--- src/rtl/wplh_pkg.sv ---
// ----------------------------------------------------------------------------
// wplh_pkg
// Shared types and constants of the windowed percentile level detector.
// ----------------------------------------------------------------------------
package wplh_pkg;

   localparam int WINDOW     = 2016;
   localparam int SEED_COUNT = 14;
   localparam int SEED_EFF   = (SEED_COUNT > WINDOW) ? WINDOW : SEED_COUNT;
   localparam int SLOT_W     = $clog2(WINDOW);
   localparam int FILL_W     = $clog2(WINDOW + 1);
   localparam int RATE_W     = 32;
   localparam int PCT_W      = 7;
   localparam int SEED_VALUE = 253;
   localparam int QDEPTH     = 2;

   typedef enum logic [1:0] {
      REQ_SAMPLE = 2'd0,
      REQ_INIT   = 2'd1,
      REQ_STATUS = 2'd2,
      REQ_SPARE  = 2'd3
   } req_code_type;

   typedef enum logic [1:0] {
      CSR_FALL_PCT = 2'd0,
      CSR_MID_PCT  = 2'd1,
      CSR_RISE_PCT = 2'd2,
      CSR_FALLBACK = 2'd3
   } csr_index_type;

   typedef struct packed {
      logic              push;
      logic              init;
      logic [RATE_W-1:0] rate;
   } cmd_type;

endpackage

--- src/rtl/wplh_front.sv ---
// ----------------------------------------------------------------------------
// wplh_front
// Accepts request words, classifies them and queues commands for the back end.
// ----------------------------------------------------------------------------
module wplh_front import wplh_pkg::*; (
   input  logic              clock,
   input  logic              reset,
   input  logic              req_valid,
   output logic              req_stall,
   input  logic [1:0]        req_type,
   input  logic [RATE_W-1:0] rate_sample,
   output logic              cmd_valid,
   output cmd_type           cmd,
   input  logic              cmd_take
);
   localparam int PTR_W = $clog2(QDEPTH);
   cmd_type          queue_ff [QDEPTH];
   logic [PTR_W-1:0] wr_ptr_ff, wr_ptr_in, rd_ptr_ff, rd_ptr_in;
   logic [PTR_W:0]   count_ff, count_in;
   logic             req_take;
   cmd_type          cmd_new;

   assign req_stall = (count_ff == (PTR_W+1)'(QDEPTH));
   assign req_take  = req_valid && !req_stall;
   assign cmd_valid = (count_ff != '0);
   assign cmd       = queue_ff[rd_ptr_ff];

   always_comb begin
      cmd_new.push = 1'b0;
      cmd_new.init = 1'b0;
      cmd_new.rate = rate_sample;
      unique case (req_code_type'(req_type))
         REQ_SAMPLE: cmd_new.push = 1'b1;
         REQ_INIT:   cmd_new.init = 1'b1;
         default:    ;
      endcase
   end

   always_comb begin
      wr_ptr_in = wr_ptr_ff + PTR_W'(req_take);
      rd_ptr_in = rd_ptr_ff + PTR_W'(cmd_take);
      count_in  = count_ff + (PTR_W+1)'(req_take) - (PTR_W+1)'(cmd_take);
   end

   always_ff @(posedge clock) begin
      if (reset) begin
         wr_ptr_ff <= '0;
         rd_ptr_ff <= '0;
         count_ff  <= '0;
      end else begin
         wr_ptr_ff <= wr_ptr_in;
         rd_ptr_ff <= rd_ptr_in;
         count_ff  <= count_in;
      end
      if (req_take) begin
         queue_ff[wr_ptr_ff] <= cmd_new;
      end
   end
endmodule

--- config.mk ---
export PLATFORM = sky130hd
export DESIGN_NAME = wplh_front
export DESIGN_NICKNAME = d
export VERILOG_FILES = /design/src/rtl/wplh_pkg.sv /design/src/rtl/wplh_front.sv
export SDC_FILE = /design/constraint.sdc
export NUM_CORES = 1
export LEC_CHECK = 0
export ABC_AREA = 0
export BUFFER_PORTS_ARGS = -buffer_cell sky130_fd_sc_hd__buf_2
export CORE_MARGIN = 5
export CORE_UTILIZATION = 52
export DETAILED_ROUTE_END_ITERATION = 10
export GPL_TIMING_DRIVEN = 1
export PLACE_DENSITY = 0.79
export SLEW_MARGIN = 20
export SYNTH_ARGS = -nofsm -noshare
export SYNTH_HDL_FRONTEND = slang
export SYNTH_SLANG_ARGS = --single-unit
--- constraint.sdc ---
create_clock -name clock -period 5.9 [get_ports clock]
set_input_delay 0.885 -clock clock [delete_from_list [all_inputs] [get_ports clock]]
set_output_delay 0.885 -clock clock [all_outputs]
set_load 0.02 [all_outputs]
## Word-level counts from Yosys, hierarchy flattened

Memories as Yosys holds them, arrays and structs flattened. A register that Yosys moved wholly into a read port is not among the register bits.
Index checks and enable logic that the tools add are counted.

- Latch bits: 0
- Output and inout port bits: 36
- Memories: 1
- Bits in registers: 4
- ROM bits: 0
- RAM bits: 68
- Bits of input ports: 38

Memory list:

| memory | depth | width | read ports | clocked after Yosys merged registers in | wr ports | RTL line | text |
|---|---|---|---|---|---|---|---|
| queue_ff | 2 | 34 | 1 | 1 | 1 | wplh_front.sv:17 | `cmd_type queue_ff [QDEPTH];` |

- Multiply operators: 0
- Muxes and demuxes: 5
- Bitwise gates (word level): 0
- Equal/unequal tests: 2
- $lt $le $gt $ge: 0
- Shifts and indexed selects: 0
- Add/sub/neg operators: 4
- Div/mod/pow operators: 0
- Reduce and logical (&&, ||, !) cells: 4

Operators with widths:

| kind | count |
|---|---|
| 1-bit two-way mux | 5 |
| 1-bit adder | 2 |
| 2-bit by 1-bit adder with 2-bit output | 1 |
| 2-bit by 1-bit equality test with 1-bit output, second input constant | 1 |
| 2-bit equality test, second input constant | 1 |
| 2-bit logical NOT | 1 |
| 2-bit nonzero test | 1 |
| 2-bit by 1-bit subtractor with 2-bit output | 1 |
| 1-bit logical AND | 1 |
| 1-bit logical NOT | 1 |

## Logic depth before layout (Yosys ltp)

Gate-level depths: netlist (run 1).

- Word-level depth: 5
- Mapped depth: 7
- Gate-level depth less buffers: 7

## Least setup slack after synthesis (run 1)

OpenSTA, ideal clock, no wires.

- Kind: input to register
- From: input req_valid
- To: memory queue_ff[1][0] in the netlist's numbering (enable)
- Buffers on the path: 0
- Data required time: 5.506 ns
- Arrival: 1.895 ns
- Stages on the path: 2
- Setup slack: 3.610 ns
- Setup time: 0.394 ns
- Cell sequence: and2_1 ha_1

- Word-level cells in the longest chain between the ends: 3

RTL lines:

| item | RTL line | text |
|---|---|---|
| start: declaration | wplh_front.sv:8 | `input logic req_valid,` |
| 1-bit logical AND | wplh_front.sv:24 | `assign req_take = req_valid && !req_stall;` |
| 1-bit two-way mux | wplh_front.sv:55 | `if (req_take) begin` |
| 1-bit two-way mux (implied by the code) | wplh_front.sv:56 | `queue_ff[wr_ptr_ff] <= cmd_new;` |
| end: declaration | wplh_front.sv:17 |  |

No other way between the ends.

==> results of run 1 <==
==> state kept, by name (all words and copies together) (netlist names) <==
| register | flops |
|---|---|
| rd_ptr_ff | 1 |
| wr_ptr_ff | 1 |
| queue_ff | 68 |
| count_ff | 2 |
==> metrics by stage <==
stage / hold slack, ns / cells / setup slack, ns
floorplan: 0.532 / 129 / 3.61
global placement: 0.571 / 268 / 3.34
detailed placement: 0.586 / 268 / 3.34
CTS: 0.596 / 284 / 2.97
global route: 0.617 / 284 / 3.27
finish: 0.588 / 284 / 3.36
==> layout make-up <==
| type | count | area share [%] |
|---|---|---|
| clock buffer | 11 | 3.89 |
| clock inverter | 5 | 0.705 |
| inverter | 3 | 0.334 |
| multi-input combinational | 50 | 18.6 |
| sequential | 72 | 63.0 |
| tap | 70 | 2.60 |
| timing repair buffer | 73 | 10.8 |
==> cells in the mapped netlist <==
| cell | n |
|---|---|
| edfxtp_1 | 68 |
| mux2_4 | 29 |
| mux2_2 | 5 |
| dfxtp_1 | 4 |
| ha_1 | 4 |
| nor2_1 | 4 |
| buf_12 | 3 |
| inv_1 | 3 |
| nor2b_1 | 2 |
| and2_1 | 1 |
| buf_6 | 1 |
| nand2_1 | 1 |
| nand2b_1 | 1 |
| or2_2 | 1 |
| xnor2_1 | 1 |
| xnor3_1 | 1 |
==> worst reg2reg max path, delay by kind of cell (launching register included) <==
kind,cells,cell delay (ns)
adders and majority gates,1,0.75
DFF,1,0.34
and+or+nand+nor,2,0.32
==> worst paths after layout <==
path / end / slack, ns / depth (start not counted) / startpoint
setup / recovery: cmd[28] / 3.36 / 2 / rd_ptr_ff
hold / removal: wr_ptr_ff / 0.59 / 3 / wr_ptr_ff
setup reg to reg: queue_ff[0][25] / 4.12 / 3 / count_ff[0]
hold reg to reg: wr_ptr_ff / 0.59 / 3 / wr_ptr_ff
==> per-layer routing <==
layer / up-vias / wire [um]
met5: - / 0
met4: 0 / 68
met3: 7 / 393
met2: 50 / 2090
met1: 645 / 1740
li1: 653 / -
==> cells by family after synthesis <==
kind of cell	Yosys count
simple gates	10
mux	34
xor+xnor	2
flops	72
buf+inv	7
fa+ha+maj	4
==> power breakdown <==
group | internal [mW] | switching [mW]
clock network | 0.148 | 0.158
registers | 0.656 | 0.0321
logic | 0.132 | 0.159
==> cells in the final DEF (no fill, tap or decap) <==
| cell type | count |
|---|---|
| nand2_1 | 1 |
| inv_1 | 3 |
| clkinvlp_4 | 1 |
| dfxtp_4 | 1 |
| clkinv_2 | 1 |
| nand2b_1 | 1 |
| nor2_1 | 4 |
| and2_1 | 1 |
| clkinv_1 | 3 |
| xnor3_1 | 1 |
| nor2b_1 | 2 |
| mux2_4 | 29 |
| ha_2 | 2 |
| mux2_2 | 5 |
| buf_2 | 73 |
| clkbuf_8 | 9 |
| clkbuf_1 | 2 |
| ha_1 | 2 |
| xnor2_1 | 1 |
| edfxtp_1 | 68 |
| or2_2 | 1 |
| dfxtp_1 | 3 |
==> results.py, run 1 <==
metrics = {
    "yosys": {
        "synth_cells": 129,
        "yosysSeqAreaShare_pct": 75.0,
        "synth_cell_types": 16,
        "synth_top_family_by_area": "multiplexers",
        "synthMuxAreaShare_pct": 17.4,
        "ys_ff_latch": 72,
        "synth_xor_area_share_pct": 1.11,
        "yosysTopAreaCell": "edfxtp_1",
        "synth_nets": 171,
        "synth-compound-area-share_pct": 0,
        "netlist_area_um2": 2830,
        "synth_top_area_share_pct": 72.2,
        "synth_area_leaders": "edfxtp_1 (72%), mux2_4 (15%), dfxtp_1 (2.8%)",
        "synthSimpleGateAreaFrac_pct": 1.77,
        "synthAdderAreaFrac_pct": 1.77,
        "ys_warn_count": 0,
        "syn_area_per_cell_um2": 21.9,
    },
    "clock_network": {
        "cts_buffer_depth": 2,
        "cts-htree-levels": 3,
        "cts_sinks": 72,
        "clkLatencyLatePin_ns": 0.33,
        "root_buffer": "clkbuf_8",
        "cts_resized": 0,
        "cts_setup_buffers": 0,
        "numCtsBuffers": 9,
        "cts_tree": "built",
        "hold_buffers": 0,
        "clkTransAtPathRegs_ns": 0.06,
    },
    "sta": {
        "finalSetupViolCount": 0,
        "finalClockSkew_ns": 0.00866,
        "rsz0062_at_grt": "no",
        "slew_violations": 0,
        "maxSlewHeadroom_pct": 43.6,
        "worst_slew_pin_slew_ns": 0.846,
        "hold_viol_final": 0,
        "setup_tns_ns": 0,
        "fmax_ghz": 0.393,
        "period_share_pct": 43.1,
        "period_needed_ns": 2.54,
    },
    "job": {
        "max_cap_violations": 0,
    },
    "critical_path": {
        "arrival_ns": 1.66,
        "critPathRequiredTime_ns": 5.02,
        "critical_path_class": "reg2out",
        "cp_num_buf_inv": 1,
        "cp-end-kind": "output port",
        "cpPeakStageDelay_ns": 0.76,
        "cp_slowest_cell": "dfxtp_4",
        "path_max_fanout": 35,
        "path_delay_family": "flip-flops",
        "crit_chain": "mux2_2 -> buf_2",
        "critPathLaunchType": "register",
    },
    "routing": {
        "viasPerCell": 4.77,
        "ant_nets": 0,
        "vias": 1355,
        "finalWirelength_mm": 4.29,
        "drt-pass1-iter-count": 4,
        "initialDrtViolationCount": 38,
        "drc": 0,
        "wire_per_inst_um": 15.1,
    },
    "global_route": {
        "grt_use_met2_pct": 22.3,
        "overflow": 0,
        "grt_start_max_net_pins": 36,
        "grtUsageMet3_pct": 7.11,
        "antenna_found_initial": 0,
        "met1_usage_pct": 13.9,
        "grt.busiest_layer": "met2",
        "grt_pass1_vias": 1562,
        "grt_first_pass_wirelength_mm": 7.06,
        "track_usage_pct": 13.2,
    },
    "floorplanning": {
        "die_y_um": 83.7,
        "start_util_pct": 54.3,
        "dieArea_um2": 7010,
        "core_region_area_um2": 5200,
        "io_pins": 74,
        "row_count": 26,
        "die_w_um": 83.7,
    },
    "layout": {
        "multiInputGateArea_um2": 628,
        "final_layout_size_suffix_gt1_share_pct": 57.0,
        "fillers": 390,
        "fin_util_pct": 64.8,
        "antenna_cells": 0,
        "area_growth_pct": 19.3,
        "seqCellArea_um2": 2130,
        "fin_area_um2": 3370,
        "nNetsFinal": 251,
    },
    "placement": {
        "gp_congestion": 0.751,
        "io_buffers": 73,
        "dpl_cell_area_um2": 3220,
        "dpl.hpwl_mm": 2.88,
    },
    "power": {
        "vdd_ir_drop_max_mv": 0.301,
        "power.leakage_nw": 1.35,
        "power_mw": 1.28,
        "p_per_area_nw_per_um2": 381,
    },
    "hold_path": {
        "worstHoldPathType": "reg2reg",
    },
    "run_status": {
        "outcome": "complete, no violations",
    },
}
(Power assumes the default switching activity.)
==> run 2, diff against run 1 <==
- CORE_UTILIZATION: 52 -> 47
- PLACE_DENSITY: 0.79 -> 0.75
- clock period: 5.9 -> 2.05 ns (I/O delays scaled with it)
==> run 2 against run 1 <==
Sequential power increased to 2.8 times the previous value. Routed wire length rose by 0.63%. Critical endpoint unchanged. Critical path depth rose by 1. Critical path type unchanged. Largest cell class unchanged. Final cell count rose by 3.2%.
==> results.py, run 2 (synthesis results as in run 1) <==
metrics = {
    "run_status": {
        "outcome": "complete, no violations",
    },
    "power": {
        "power_mw": 3.85,
        "power.leakage_nw": 1.40,
        "p_per_area_nw_per_um2": 1110,
        "vdd_ir_drop_max_mv": 0.658,
    },
    "clock_network": {
        "cts_setup_buffers": 0,
        "cts_sinks": 72,
        "numCtsBuffers": 9,
        "cts_tree": "built",
        "cts_resized": 0,
        "clkLatencyLatePin_ns": 0.32,
        "cts_buffer_depth": 2,
        "hold_buffers": 0,
        "root_buffer": "clkbuf_8",
        "clkTransAtPathRegs_ns": 0.07,
        "cts-htree-levels": 3,
    },
    "sta": {
        "finalSetupViolCount": 0,
        "period_share_pct": 86.6,
        "setup_tns_ns": 0,
        "maxSlewHeadroom_pct": 81.1,
        "rsz0062_at_grt": "no",
        "period_needed_ns": 1.78,
        "fmax_ghz": 0.563,
        "fin_ws_ns": 0.274,
        "finalClockSkew_ns": 0.00730,
        "whs_ns": 0.167,
        "hold_viol_final": 0,
        "worst_slew_pin_slew_ns": 0.284,
        "slew_violations": 0,
    },
    "placement": {
        "dpl.hpwl_mm": 3.05,
        "dpl.cell_count": 277,
        "io_buffers": 73,
        "gp_congestion": 0.682,
        "dp_slack_ns": 0.495,
        "dpl_cell_area_um2": 3290,
    },
    "routing": {
        "viasPerCell": 4.71,
        "vias": 1381,
        "initialDrtViolationCount": 34,
        "drc": 0,
        "drt-pass1-iter-count": 3,
        "ant_nets": 0,
        "wire_per_inst_um": 14.7,
        "finalWirelength_mm": 4.32,
    },
    "critical_path": {
        "arrival_ns": 1.47,
        "r2r-start": "count_ff[0]",
        "regToRegSetupSlack_ns": 0.50,
        "crit_start": "rd_ptr_ff",
        "critPathLaunchType": "register",
        "r2r_end": "queue_ff[0][1]",
        "cp-end-kind": "output port",
        "critical_path_class": "reg2out",
        "critPathCapture": "cmd[28]",
        "worst_r2r_path_depth": 4,
        "path_max_fanout": 35,
        "critPathRequiredTime_ns": 1.74,
    },
    "global_route": {
        "track_usage_pct": 12.3,
        "grt_start_max_net_pins": 36,
        "grt_first_pass_wirelength_mm": 6.73,
        "grt_pass1_vias": 1447,
        "overflow": 0,
        "antenna_found_initial": 1,
    },
    "layout": {
        "final_common_cell": "buf_2",
        "nNetsFinal": 255,
        "reg_top3": "queue_ff x68, count_ff x2",
        "multiInputGateArea_um2": 628,
        "regMostFlops": "queue_ff",
        "fin_util_pct": 58.9,
        "area_growth_pct": 22.6,
        "final_layout_size_suffix_gt1_share_pct": 57.8,
        "largest_reg_flops": 68,
        "antenna_cells": 0,
        "fin_cells": 293,
        "fin_area_um2": 3470,
        "final_cell_mix": "buf_2 (73), edfxtp_1 (68), mux2_4 (29), clkbuf_8 (9), mux2_2 (5)",
        "fillers": 453,
        "seqCellArea_um2": 2120,
    },
    "floorplanning": {
        "io_pins": 74,
        "row_count": 28,
        "core_region_area_um2": 5890,
        "die_y_um": 87.6,
        "start_util_pct": 48.0,
        "die_w_um": 87.6,
        "dieArea_um2": 7670,
    },
    "job": {
        "max_cap_violations": 0,
    },
    "hold_path": {
        "worstHoldPathType": "in2reg",
    },
}
[run 2: final cells by class]
class	instances	area share, %
timing repair buffer	77	12.5
sequential	72	61.2
clock buffer	10	3.68
clock inverter	6	1.44
tap	75	2.71
multi-input combinational	50	18.1
inverter	3	0.325
[run 2: worst max-delay path: stages, from the launching register on]
cell     delay, ns
dfxtp_2       0.34
buf_12        0.25
mux2_2        0.38
buf_2         0.16
[run 2: power breakdown]
group	switching [mW]	total (mW)	internal [mW]	leakage (nW)
sequential	0.0596	1.94	1.88	0.668
combinational	0.496	0.916	0.420	0.640
clock	0.446	0.989	0.544	0.0902
[run 2: routing by layer]
| metal | share of wire [%] | vias up | GRT usage (%) | wire (um) |
|---|---|---|---|---|
| li1 | - | 663 | - | - |
| met1 | 38 | 650 | 13.8 | 1630 |
| met2 | 50 | 54 | 19.7 | 2170 |
| met3 | 9.3 | 12 | 5.08 | 402 |
| met4 | 2.4 | 2 | 7.53 | 104 |
| met5 | 0.30 | - | 0 | 13 |
[run 2: worst min path at each step]
| stage | start | end | slack (ns) | cells after the start |
|---|---|---|---|---|
| 6_report | rate_sample[27] | queue_ff[0][27] | 0.17 | 1 |
| 2_1_floorplan | reset | wr_ptr_ff | 0.37 | 1 |
| 3_5_place_dp | rate_sample[27] | queue_ff[0][27] | 0.50 | 1 |
| 4_1_cts | rate_sample[29] | queue_ff[1][29] | 0.14 | 1 |
| 3_3_place_gp | rate_sample[19] | queue_ff[0][19] | 0.50 | 1 |
| 5_1_grt | rate_sample[25] | queue_ff[0][25] | 0.13 | 1 |
